File: src/hdl/video_frame_pacer_top_assert.svh
// Assertion macros for the video frame pacer
`ifndef VIDEO_FRAME_PACER_TOP_ASSERT_SVH
`define VIDEO_FRAME_PACER_TOP_ASSERT_SVH

// same-cycle implication
`define VFP_ASSERT_NOW(label, clk, rst_n, ante, cons, msg) \
  label: assert property (@(posedge clk) disable iff (!rst_n) (ante) |-> (cons)) \
    else $error(msg);

// next-cycle implication
`define VFP_ASSERT_NEXT(label, clk, rst_n, ante, cons, msg) \
  label: assert property (@(posedge clk) disable iff (!rst_n) (ante) |=> (cons)) \
    else $error(msg);

`endif

File: src/hdl/vfp_pkg.sv
// Shared types and constants of the video frame pacer
package vfp_pkg;

  localparam int TIME_W     = 32;
  localparam int ID_W       = 6;
  localparam int RATE_W     = 10;
  localparam int POOL_W     = 7;
  localparam int K_W        = 20;
  localparam int PROD_W     = 52;
  localparam int CFG_ADDR_W = 2;
  localparam int CFG_DATA_W = 10;

  localparam logic [RATE_W-1:0] MS_PER_S = 10'd1000;

  localparam logic [CFG_ADDR_W-1:0] REG_RATE  = 2'd0;
  localparam logic [CFG_ADDR_W-1:0] REG_SCALE = 2'd1;
  localparam logic [CFG_ADDR_W-1:0] REG_POOL  = 2'd2;

  typedef enum logic [1:0] {
    OP_PUT   = 2'd0,
    OP_TICK  = 2'd1,
    OP_FLUSH = 2'd2,
    OP_NONE  = 2'd3
  } opcode_t;

  typedef enum logic [2:0] {
    KIND_TIME   = 3'd0,
    KIND_DROP   = 3'd1,
    KIND_SHOW   = 3'd2,
    KIND_DELAY  = 3'd3,
    KIND_REJECT = 3'd4
  } kind_t;

  typedef struct packed {
    logic              drop;
    logic [TIME_W-1:0] t;
    logic [ID_W-1:0]   id;
  } frame_t;

  typedef enum logic [3:0] {
    DP_NONE,
    DP_LATCH,
    DP_PUT,
    DP_FLUSH,
    DP_MUL_COUNT,
    DP_DIV_PROD,
    DP_DIV_NEXT,
    DP_SAVE_SLOT,
    DP_SAVE_NEXT,
    DP_ADVANCE,
    DP_POP,
    DP_LOAD_HELD,
    DP_RELEASE
  } dp_op_t;

  typedef enum logic [4:0] {
    S_IDLE,
    S_DISPATCH,
    S_PUT,
    S_REJECT,
    S_FLUSH,
    S_POOL_DIV,
    S_POOL_WAIT,
    S_DELAY,
    S_MUL,
    S_DIV_SLOT,
    S_WAIT_SLOT,
    S_DIV_NEXT,
    S_WAIT_NEXT,
    S_CHECK,
    S_FETCH,
    S_LOAD,
    S_EVAL,
    S_TIME
  } state_t;

  typedef struct packed {
    dp_op_t op;
    logic   emit;
    kind_t  kind;
    logic   last;
  } vfp_cmd_t;

  typedef struct packed {
    opcode_t opcode;
    logic    fifo_full;
    logic    fifo_empty;
    logic    held_valid;
    logic    late;
    logic    drop_now;
    logic    show_now;
    logic    div_busy;
    logic    out_free;
  } vfp_sts_t;

endpackage

File: src/hdl/vfp_div.sv
// Restoring divider, one quotient bit per cycle
module vfp_div
  import vfp_pkg::*;
(
  input  logic              clk,
  input  logic              rst_n,
  input  logic              start,
  input  logic [PROD_W-1:0] dividend,
  input  logic [RATE_W-1:0] divisor,
  output logic              busy,
  output logic [PROD_W-1:0] quotient
);

  localparam int CNT_W = $clog2(PROD_W + 1);

  logic [PROD_W-1:0] dvd_r, dvd_nxt;
  logic [PROD_W-1:0] quo_r, quo_nxt;
  logic [RATE_W-1:0] rem_r, rem_nxt;
  logic [RATE_W-1:0] dsr_r, dsr_nxt;
  logic [CNT_W-1:0]  cnt_r, cnt_nxt;
  logic              busy_r, busy_nxt;
  logic [RATE_W:0]   trial;
  logic [RATE_W:0]   diff;

  always_comb begin
    trial    = {rem_r, dvd_r[PROD_W-1]};
    diff     = trial - {1'b0, dsr_r};
    dvd_nxt  = dvd_r;
    quo_nxt  = quo_r;
    rem_nxt  = rem_r;
    dsr_nxt  = dsr_r;
    cnt_nxt  = cnt_r;
    busy_nxt = busy_r;
    if (start) begin
      dvd_nxt  = dividend;
      quo_nxt  = '0;
      rem_nxt  = '0;
      dsr_nxt  = divisor;
      cnt_nxt  = CNT_W'(PROD_W);
      busy_nxt = 1'b1;
    end else if (busy_r) begin
      dvd_nxt = {dvd_r[PROD_W-2:0], 1'b0};
      if (trial >= {1'b0, dsr_r}) begin
        rem_nxt = diff[RATE_W-1:0];
        quo_nxt = {quo_r[PROD_W-2:0], 1'b1};
      end else begin
        rem_nxt = trial[RATE_W-1:0];
        quo_nxt = {quo_r[PROD_W-2:0], 1'b0};
      end
      cnt_nxt = cnt_r - 1'b1;
      if (cnt_r == CNT_W'(1)) busy_nxt = 1'b0;
    end
  end

  always_ff @(posedge clk) begin
    if (!rst_n) begin
      busy_r <= 1'b0;
      cnt_r  <= '0;
    end else begin
      busy_r <= busy_nxt;
      cnt_r  <= cnt_nxt;
    end
    dvd_r <= dvd_nxt;
    quo_r <= quo_nxt;
    rem_r <= rem_nxt;
    dsr_r <= dsr_nxt;
  end

  assign busy     = busy_r;
  assign quotient = quo_r;

endmodule

File: src/hdl/vfp_dp.sv
// Datapath: config, frame queue, timing registers, divider and output register
module vfp_dp
  import vfp_pkg::*;
#(
  parameter int QUEUE_DEPTH = 16
) (
  input  logic                  clk,
  input  logic                  rst_n,
  input  vfp_cmd_t              cmd,
  output vfp_sts_t              sts,
  input  logic                  cfg_we,
  input  logic [CFG_ADDR_W-1:0] cfg_addr,
  input  logic [CFG_DATA_W-1:0] cfg_wdata,
  input  logic [1:0]            in_opcode,
  input  logic [TIME_W-1:0]     in_now,
  input  frame_t                in_frame,
  output logic                  out_valid,
  input  logic                  out_ready,
  output kind_t                 out_kind,
  output logic [ID_W-1:0]       out_id,
  output logic [TIME_W-1:0]     out_value,
  output logic                  out_last
);

  localparam int PTR_W = $clog2(QUEUE_DEPTH);
  localparam int CNT_W = $clog2(QUEUE_DEPTH + 1);

  logic [RATE_W-1:0] rate_r, scale_r;
  logic [POOL_W-1:0] pool_r;
  logic [K_W-1:0]    k_r;

  opcode_t           opcode_r;
  logic [TIME_W-1:0] now_r;
  frame_t            inf_r;

  logic [TIME_W-1:0] count_r, ref_r, slot_r, next_r;
  logic [PROD_W-1:0] prod_r;
  frame_t            held_r, rd_r;
  logic              held_valid_r;

  frame_t            mem [QUEUE_DEPTH];
  logic [PTR_W-1:0]  head_r, tail_r;
  logic [CNT_W-1:0]  fcount_r;

  logic              out_valid_r;
  kind_t             out_kind_r;
  logic [ID_W-1:0]   out_id_r;
  logic [TIME_W-1:0] out_value_r;
  logic              out_last_r;

  logic              div_start, div_busy;
  logic [PROD_W-1:0] div_dvd, div_quo;
  logic [RATE_W-1:0] divisor;
  logic              out_free;
  logic [TIME_W-1:0] elapsed;

  function automatic logic [PTR_W-1:0] ptr_inc(input logic [PTR_W-1:0] p);
    return (p == PTR_W'(QUEUE_DEPTH - 1)) ? '0 : p + 1'b1;
  endfunction

  assign divisor   = (rate_r == '0) ? RATE_W'(1) : rate_r;
  assign div_start = (cmd.op == DP_DIV_PROD) || (cmd.op == DP_DIV_NEXT);
  assign div_dvd   = (cmd.op == DP_DIV_NEXT) ? prod_r + PROD_W'(k_r) : prod_r;

  vfp_div u_div (
    .clk      (clk),
    .rst_n    (rst_n),
    .start    (div_start),
    .dividend (div_dvd),
    .divisor  (divisor),
    .busy     (div_busy),
    .quotient (div_quo)
  );

  assign out_free = !out_valid_r || out_ready;
  assign elapsed  = now_r - ref_r;

  always_comb begin
    sts.opcode     = opcode_r;
    sts.fifo_full  = (fcount_r == CNT_W'(QUEUE_DEPTH));
    sts.fifo_empty = (fcount_r == '0);
    sts.held_valid = held_valid_r;
    sts.late       = $signed(elapsed) > $signed(slot_r);
    sts.drop_now   = held_r.drop && ($signed(held_r.t) < $signed(slot_r));
    sts.show_now   = $signed(held_r.t) < $signed(next_r);
    sts.div_busy   = div_busy;
    sts.out_free   = out_free;
  end

  // config registers
  always_ff @(posedge clk) begin
    if (!rst_n) begin
      rate_r  <= RATE_W'(60);
      scale_r <= RATE_W'(1);
      pool_r  <= POOL_W'(16);
      k_r     <= K_W'(1000);
    end else begin
      if (cfg_we) begin
        case (cfg_addr)
          REG_RATE:  rate_r  <= cfg_wdata;
          REG_SCALE: scale_r <= cfg_wdata;
          REG_POOL:  pool_r  <= cfg_wdata[POOL_W-1:0];
          default:   ;
        endcase
      end
      k_r <= K_W'(scale_r) * K_W'(MS_PER_S);
    end
  end

  // queue storage
  always_ff @(posedge clk) begin
    if (cmd.op == DP_PUT) mem[tail_r] <= inf_r;
    if (cmd.op == DP_POP) rd_r <= mem[head_r];
  end

  // payload registers
  always_ff @(posedge clk) begin
    if (cmd.op == DP_LATCH) begin
      now_r <= in_now;
      inf_r <= in_frame;
    end
    if (cmd.op == DP_MUL_COUNT) prod_r <= count_r * k_r;
    if (cmd.op == DP_FLUSH)     prod_r <= PROD_W'(pool_r) * PROD_W'(k_r);
    if (cmd.op == DP_SAVE_NEXT) next_r <= div_quo[TIME_W-1:0];
    if (cmd.op == DP_LOAD_HELD) held_r <= rd_r;
  end

  // control and state registers
  always_ff @(posedge clk) begin
    if (!rst_n) begin
      opcode_r     <= OP_NONE;
      count_r      <= '0;
      ref_r        <= '0;
      slot_r       <= '0;
      held_valid_r <= 1'b0;
      head_r       <= '0;
      tail_r       <= '0;
      fcount_r     <= '0;
    end else begin
      unique case (cmd.op)
        DP_LATCH:     opcode_r <= opcode_t'(in_opcode);
        DP_PUT: begin
          tail_r   <= ptr_inc(tail_r);
          fcount_r <= fcount_r + 1'b1;
        end
        DP_FLUSH: begin
          head_r       <= '0;
          tail_r       <= '0;
          fcount_r     <= '0;
          held_valid_r <= 1'b0;
          count_r      <= '0;
          ref_r        <= now_r;
        end
        DP_SAVE_SLOT: slot_r <= div_quo[TIME_W-1:0];
        DP_ADVANCE:   count_r <= count_r + 1'b1;
        DP_POP: begin
          head_r   <= ptr_inc(head_r);
          fcount_r <= fcount_r - 1'b1;
        end
        DP_LOAD_HELD: held_valid_r <= 1'b1;
        DP_RELEASE:   held_valid_r <= 1'b0;
        default:      ;
      endcase
    end
  end

  // output register
  always_ff @(posedge clk) begin
    if (!rst_n) begin
      out_valid_r <= 1'b0;
    end else if (cmd.emit && out_free) begin
      out_valid_r <= 1'b1;
    end else if (out_ready) begin
      out_valid_r <= 1'b0;
    end
    if (cmd.emit && out_free) begin
      out_kind_r <= cmd.kind;
      out_last_r <= cmd.last;
      case (cmd.kind)
        KIND_DROP, KIND_SHOW: begin
          out_id_r    <= held_r.id;
          out_value_r <= held_r.t;
        end
        KIND_REJECT: begin
          out_id_r    <= inf_r.id;
          out_value_r <= inf_r.t;
        end
        KIND_DELAY: begin
          out_id_r    <= '0;
          out_value_r <= div_quo[TIME_W-1:0];
        end
        default: begin
          out_id_r    <= '0;
          out_value_r <= slot_r;
        end
      endcase
    end
  end

  assign out_valid = out_valid_r;
  assign out_kind  = out_kind_r;
  assign out_id    = out_id_r;
  assign out_value = out_value_r;
  assign out_last  = out_last_r;

endmodule

File: src/hdl/vfp_ctrl.sv
// Controller state machine of the video frame pacer
module vfp_ctrl
  import vfp_pkg::*;
(
  input  logic     clk,
  input  logic     rst_n,
  input  logic     in_valid,
  output logic     in_ready,
  input  vfp_sts_t sts,
  output vfp_cmd_t cmd
);

  state_t state_r, state_nxt;

  always_ff @(posedge clk) begin
    if (!rst_n) state_r <= S_IDLE;
    else        state_r <= state_nxt;
  end

  always_comb begin
    state_nxt = state_r;
    unique case (state_r)
      S_IDLE:      if (in_valid) state_nxt = S_DISPATCH;
      S_DISPATCH: begin
        unique case (sts.opcode)
          OP_PUT:   state_nxt = sts.fifo_full ? S_REJECT : S_PUT;
          OP_TICK:  state_nxt = S_MUL;
          OP_FLUSH: state_nxt = S_FLUSH;
          default:  state_nxt = S_IDLE;
        endcase
      end
      S_PUT:       state_nxt = S_IDLE;
      S_REJECT:    if (sts.out_free) state_nxt = S_IDLE;
      S_FLUSH:     state_nxt = S_POOL_DIV;
      S_POOL_DIV:  state_nxt = S_POOL_WAIT;
      S_POOL_WAIT: if (!sts.div_busy) state_nxt = S_DELAY;
      S_DELAY:     if (sts.out_free) state_nxt = S_IDLE;
      S_MUL:       state_nxt = S_DIV_SLOT;
      S_DIV_SLOT:  state_nxt = S_WAIT_SLOT;
      S_WAIT_SLOT: if (!sts.div_busy) state_nxt = S_DIV_NEXT;
      S_DIV_NEXT:  state_nxt = S_WAIT_NEXT;
      S_WAIT_NEXT: if (!sts.div_busy) state_nxt = S_CHECK;
      S_CHECK: begin
        if (!sts.late)          state_nxt = S_TIME;
        else if (sts.held_valid) state_nxt = S_EVAL;
        else                    state_nxt = S_FETCH;
      end
      S_FETCH:     state_nxt = sts.fifo_empty ? S_TIME : S_LOAD;
      S_LOAD:      state_nxt = S_EVAL;
      S_EVAL: begin
        if (sts.drop_now) begin
          if (sts.out_free) state_nxt = S_FETCH;
        end else if (sts.show_now) begin
          if (sts.out_free) state_nxt = S_TIME;
        end else begin
          state_nxt = S_TIME;
        end
      end
      S_TIME:      if (sts.out_free) state_nxt = S_IDLE;
      default:     state_nxt = S_IDLE;
    endcase
  end

  always_comb begin
    in_ready = 1'b0;
    cmd.op   = DP_NONE;
    cmd.emit = 1'b0;
    cmd.kind = KIND_TIME;
    cmd.last = 1'b0;
    unique case (state_r)
      S_IDLE: begin
        in_ready = 1'b1;
        if (in_valid) cmd.op = DP_LATCH;
      end
      S_PUT:      cmd.op = DP_PUT;
      S_REJECT: begin
        cmd.emit = 1'b1;
        cmd.kind = KIND_REJECT;
        cmd.last = 1'b1;
      end
      S_FLUSH:    cmd.op = DP_FLUSH;
      S_POOL_DIV: cmd.op = DP_DIV_PROD;
      S_DELAY: begin
        cmd.emit = 1'b1;
        cmd.kind = KIND_DELAY;
        cmd.last = 1'b1;
      end
      S_MUL:      cmd.op = DP_MUL_COUNT;
      S_DIV_SLOT: cmd.op = DP_DIV_PROD;
      S_WAIT_SLOT: if (!sts.div_busy) cmd.op = DP_SAVE_SLOT;
      S_DIV_NEXT: cmd.op = DP_DIV_NEXT;
      S_WAIT_NEXT: if (!sts.div_busy) cmd.op = DP_SAVE_NEXT;
      S_CHECK:    if (sts.late) cmd.op = DP_ADVANCE;
      S_FETCH:    if (!sts.fifo_empty) cmd.op = DP_POP;
      S_LOAD:     cmd.op = DP_LOAD_HELD;
      S_EVAL: begin
        if (sts.drop_now || sts.show_now) begin
          cmd.emit = 1'b1;
          cmd.kind = sts.drop_now ? KIND_DROP : KIND_SHOW;
          if (sts.out_free) cmd.op = DP_RELEASE;
        end
      end
      S_TIME: begin
        cmd.emit = 1'b1;
        cmd.kind = KIND_TIME;
        cmd.last = 1'b1;
      end
      default: ;
    endcase
  end

endmodule

File: src/hdl/video_frame_pacer_top.sv
// Video frame pacer: paces queued frames to a fixed display rate.
// Input channel (in_*): tuser carries the opcode (put, tick, flush), tdata the
// current time and the frame descriptor. Result channel (out_*): tuser is the
// result kind, tdata the frame id and value, tlast marks the last result of
// an input item. cfg_* writes frame_rate, frame_scale and pool_frames.
// One item is worked at a time; in_tready is high only while idle.
// A tick runs two serial divisions; a late tick then also walks the frame
// already held and the frames popped from the queue, which may run empty.
// A flush runs one division. Division is a restoring divider producing one
// quotient bit per cycle. Results pass through one output register; a
// stalled receiver holds the controller until the register frees, so no
// result is lost. Synchronous reset clears the queue, counters and config
// to defaults.
module video_frame_pacer_top
  import vfp_pkg::*;
#(
  parameter int QUEUE_DEPTH = 16
) (
  input  logic                  clk,
  input  logic                  rst_n,
  input  logic                  in_tvalid,
  output logic                  in_tready,
  input  logic [71:0]           in_tdata,  // now_time, frame_id, frame_time, droppable
  input  logic [1:0]            in_tuser,  // opcode
  output logic                  out_tvalid,
  input  logic                  out_tready,
  output logic [39:0]           out_tdata, // frame_id_res, value
  output logic [2:0]            out_tuser, // kind
  output logic                  out_tlast,
  input  logic                  cfg_we,
  input  logic [CFG_ADDR_W-1:0] cfg_addr,
  input  logic [CFG_DATA_W-1:0] cfg_wdata
);

  vfp_cmd_t          cmd;
  vfp_sts_t          sts;
  frame_t            in_frame;
  kind_t             out_kind;
  logic [ID_W-1:0]   out_id;
  logic [TIME_W-1:0] out_value;

  assign in_frame.id   = in_tdata[37:32];
  assign in_frame.t    = in_tdata[69:38];
  assign in_frame.drop = in_tdata[70];

  vfp_ctrl u_ctrl (
    .clk      (clk),
    .rst_n    (rst_n),
    .in_valid (in_tvalid),
    .in_ready (in_tready),
    .sts      (sts),
    .cmd      (cmd)
  );

  vfp_dp #(
    .QUEUE_DEPTH (QUEUE_DEPTH)
  ) u_dp (
    .clk       (clk),
    .rst_n     (rst_n),
    .cmd       (cmd),
    .sts       (sts),
    .cfg_we    (cfg_we),
    .cfg_addr  (cfg_addr),
    .cfg_wdata (cfg_wdata),
    .in_opcode (in_tuser),
    .in_now    (in_tdata[31:0]),
    .in_frame  (in_frame),
    .out_valid (out_tvalid),
    .out_ready (out_tready),
    .out_kind  (out_kind),
    .out_id    (out_id),
    .out_value (out_value),
    .out_last  (out_tlast)
  );

  assign out_tuser = out_kind;
  assign out_tdata = {2'b00, out_value, out_id};

`include "video_frame_pacer_top_assert.svh"

  `VFP_ASSERT_NEXT(a_one_item, clk, rst_n, in_tvalid && in_tready, !in_tready, "second item taken while busy")
  `VFP_ASSERT_NOW(a_fifo_state, clk, rst_n, sts.fifo_full, !sts.fifo_empty, "queue both full and empty")
  `VFP_ASSERT_NOW(a_kind_range, clk, rst_n, out_tvalid, out_tuser <= KIND_REJECT, "result kind out of range")

endmodule

File: config.mk
export PLATFORM = sky130hd
export DESIGN_NAME = video_frame_pacer_top
export DESIGN_NICKNAME = d
export VERILOG_FILES = /design/src/hdl/vfp_pkg.sv /design/src/hdl/vfp_div.sv /design/src/hdl/vfp_dp.sv /design/src/hdl/vfp_ctrl.sv /design/src/hdl/video_frame_pacer_top.sv
export VERILOG_INCLUDE_DIRS = /design/src /design/src/hdl
export SDC_FILE = /design/constraint.sdc
export NUM_CORES = 2
export LEC_CHECK = 0
export ABC_AREA = 1
export ABC_CLOCK_PERIOD_IN_PS = 17650
export BUFFER_PORTS_ARGS = -buffer_cell sky130_fd_sc_hd__clkbuf_2
export CORE_UTILIZATION = 35
export CTS_CLUSTER_DIAMETER = 30
export CTS_CLUSTER_SIZE = 30
export DETAILED_ROUTE_END_ITERATION = 8
export SLEW_MARGIN = 20
export SYNTH_ARGS = -nofsm -noshare
export SYNTH_HDL_FRONTEND = slang
export SYNTH_HIERARCHICAL = 1
export SYNTH_SLANG_ARGS = --single-unit
File: constraint.sdc
create_clock -name clk -period 17.65 [get_ports clk]
set_input_delay 0 -clock clk [delete_from_list [all_inputs] [get_ports clk]]
set_output_delay 0 -clock clk [all_outputs]
set_load 0.05 [all_outputs]
==> results.sh <==
export IMPL_slew_headroom=0.202
export IMPL_dpl_worst_slack_ns=10.91
export IMPL_final_cell_mix="1987 x nand2_1, 1485 x inv_1, 933 x edfxtp_1"
export IMPL_hold_path_class="primary input to flop"
export IMPL_grt_pass1_wl_mm=350
export IMPL_first_global_vias=60100
export IMPL_p_sw_frac=0.372
export IMPL_use_met3=0.0286
export IMPL_crit_type="flop to flop"
export IMPL_grt_overflow=0
export IMPL_grtUsageMet2=0.344
export IMPL_fp_dieH_um=474
export IMPL_yosysWarnings=6
export IMPL_wire_per_inst_um=19.2
export IMPL_timing_rr_start="u_dp/now_r[0]"
export IMPL_drv_cap=0
export IMPL_arrival_ns=7.24
export IMPL_fin_util=0.412
export IMPL_worstSetupStartpoint="u_dp/now_r[0]"
export IMPL_holdWs_ns=0.0235
export IMPL_cts_max_level=4
export IMPL_r2r_cells=28
export IMPL_final_common_cell="nand2_1"
export IMPL_crit_path_end_kind="flop"
export IMPL_fillers=21300
export IMPL_num_io_pins=137
export IMPL_critPathRequiredTime_ns=18.09
export IMPL_multi_input_area_um2=38100
export IMPL_drc=0
export IMPL_r2r_slack_ns=10.85
export IMPL_setup_viol=0
export IMPL_tightest_slew_ns=1.20
export IMPL_start_util=0.353
export IMPL_antenna_found_initial=11
export IMPL_drt_iter0_markers=4780
export IMPL_min_delay_start="in_tdata[38]"
export IMPL_fin_nets=9803
export IMPL_p_switching_mw=4.36
export IMPL_area_delta_synth_final_pct=16.5
export IMPL_hold_viol=0
export IMPL_post_route_period_util=0.385
export IMPL_viasPerCell=5.03
export IMPL_power_frac_comb=0.294
export IMPL_rsz0062_at_grt="no"
export IMPL_fin_area_um2=90800
export IMPL_row_count=172
export IMPL_core_area_um2=221000
export IMPL_reg2reg_to="u_dp/mem[10][22]"
export IMPL_cts_tree="yes"
export IMPL_clk_latency_ns=0.84
export IMPL_antenna_left=0
export IMPL_crit_end="u_dp/mem[10][22]"
export IMPL_critPathMaxFanout=20
export IMPL_fin_tns_setup_ns=0
export IMPL_p_per_area_nw_per_um2=129
export IMPL_cts_resized=0
export IMPL_first_pass_iters=6
export IMPL_fin_crit_ns=6.80
export IMPL_cts_sinks=1169
export IMPL_skew_ns=0.0705
export IMPL_cp_slowest_cell="nor2_4"
export IMPL_vdd_drop_max_mv=0.153
export IMPL_syn_avg_cell_area_um2=9.24
export IMPL_layout_drive_gt1_share=0.0846
export IMPL_cts_root_buf="clkbuf_16"
export IMPL_place_congestion=0.903
export IMPL_grt_met1_usage=0.259
export IMPL_power_frac_clock=0.349
export IMPL_die_x_um=474
export IMPL_clk_path_buf_depth=3
export IMPL_grt_usage=0.202
export IMPL_wl_mm=227
export IMPL_start_kind="flop"
export IMPL_syn_area_um2=78000
export IMPL_p_leak_nw=40.1
export IMPL_post_cts_buffers=0
export IMPL_status="finished clean"
export IMPL_pwr_share_seq=0.357
export IMPL_regArea_um2=32800
export IMPL_dieArea_um2=225000
export IMPL_cts_made_buffers=205
export IMPL_hpwl_mm=151
export IMPL_max_freq_mhz=147
export IMPL_fin_ws_ns=10.85
export IMPL_busiest_layer="met2"
export IMPL_intPower_mw=7.38
export IMPL_io_buffers=133
export IMPL_syn_inst=8440
export IMPL_vias=59500
export IMPL_path_clk_slew_ns=0.05
export IMPL_crit_path_max_incr_delay_ns=0.86
export IMPL_crit_top_cell="nand2_1"
export IMPL_grt_max_degree=252
export IMPL_dpl_cell_area_um2=81600
export IMPL_final_max_slew_viol_count=0
## per-layer routing
layer / vias to the layer above / routed length [um]
met3: 456 / 13100
met5: - / 22
met1: 29300 / 95900
met2: 1910 / 110000
met4: 4 / 7990
li1: 27800 / -
## power groups by stage
stage / logic, mW / registers (mW) / clock network (mW)
detailed placement: 3.35 / 4.24 / 0
global placement: 3.31 / 4.22 / 0
global route: 3.83 / 4.25 / 4.28
CTS: 3.42 / 4.20 / 4.16
floorplan: 2.26 / 4.16 / 0
finish: 3.45 / 4.19 / 4.09
## cell type report
cell class / instances / share of cell area
clock inverter: 163 / 0.0224
timing repair buffer: 404 / 0.0350
inverter: 1517 / 0.0628
multi-input combinational: 5387 / 0.420
antenna: 4 / 0.000110
sequential: 1169 / 0.361
clock buffer: 226 / 0.0584
tap: 2958 / 0.0408
## worst max-delay path: cells and delay by family (launching register included)
kind	cells	cell delay, ns
AO/OA/AOI/OAI	3	0.64
adder cells (fa/ha/maj)	3	0.88
buffers and inverters	5	0.92
flip-flops	1	0.36
AND/OR/NAND/NOR	17	3.59
## through the flow
stage,cells,power (mW)
after floorplan,8443,6.42
after global placement,11300,7.53
after detailed placement,11300,7.59
after CTS,11800,11.8
after global routing,11800,12.4
final,11800,11.7
## state kept, by name (all words and copies together), names as in the netlist, 6 cells and up
| name | flops |
|---|---|
| u_dp/next_r | 32 |
| u_dp/prod_r | 49 |
| u_dp/u_div/dvd_r | 52 |
| u_dp/now_r | 32 |
| u_dp/inf_r | 39 |
| u_dp/out_value | 32 |
| u_dp/u_div/cnt_r | 6 |
| u_dp/rd_r | 39 |
| u_dp/scale_r | 10 |
| u_dp/pool_r | 7 |
| u_dp/rate_r | 10 |
| u_dp/u_div/dsr_r | 10 |
| u_dp/held_r | 39 |
| u_dp/count_r | 32 |
| u_dp/out_id | 6 |
| u_dp/u_div/rem_r | 10 |
| u_dp/u_div/quotient | 32 |
| u_dp/mem | 624 |
| u_dp/ref_r | 32 |
| u_dp/slot_r | 32 |
| u_dp/k_r | 17 |
## worst min-delay path by stage
| stage | cells past startpoint | to | slack (ns) |
|---|---|---|---|
| 6_report | 2 | u_dp/inf_r[6] | 0.02 |
| 5_1_grt | 2 | u_dp/inf_r[6] | 0.02 |
| 4_1_cts | 2 | u_dp/inf_r[6] | 0.02 |
| 3_5_place_dp | 1 | u_dp/inf_r[32] | 0.18 |
| 3_3_place_gp | 1 | u_dp/inf_r[0] | 0.18 |
| 2_1_floorplan | 0 | u_dp/inf_r[0] | 0.1 |
## timing repair
action,in CTS,in global routing
hold endpoints to repair,170,0
endpoints found under the setup margin,0,0
hold buffers,180,0
(Power assumes the default switching activity.)
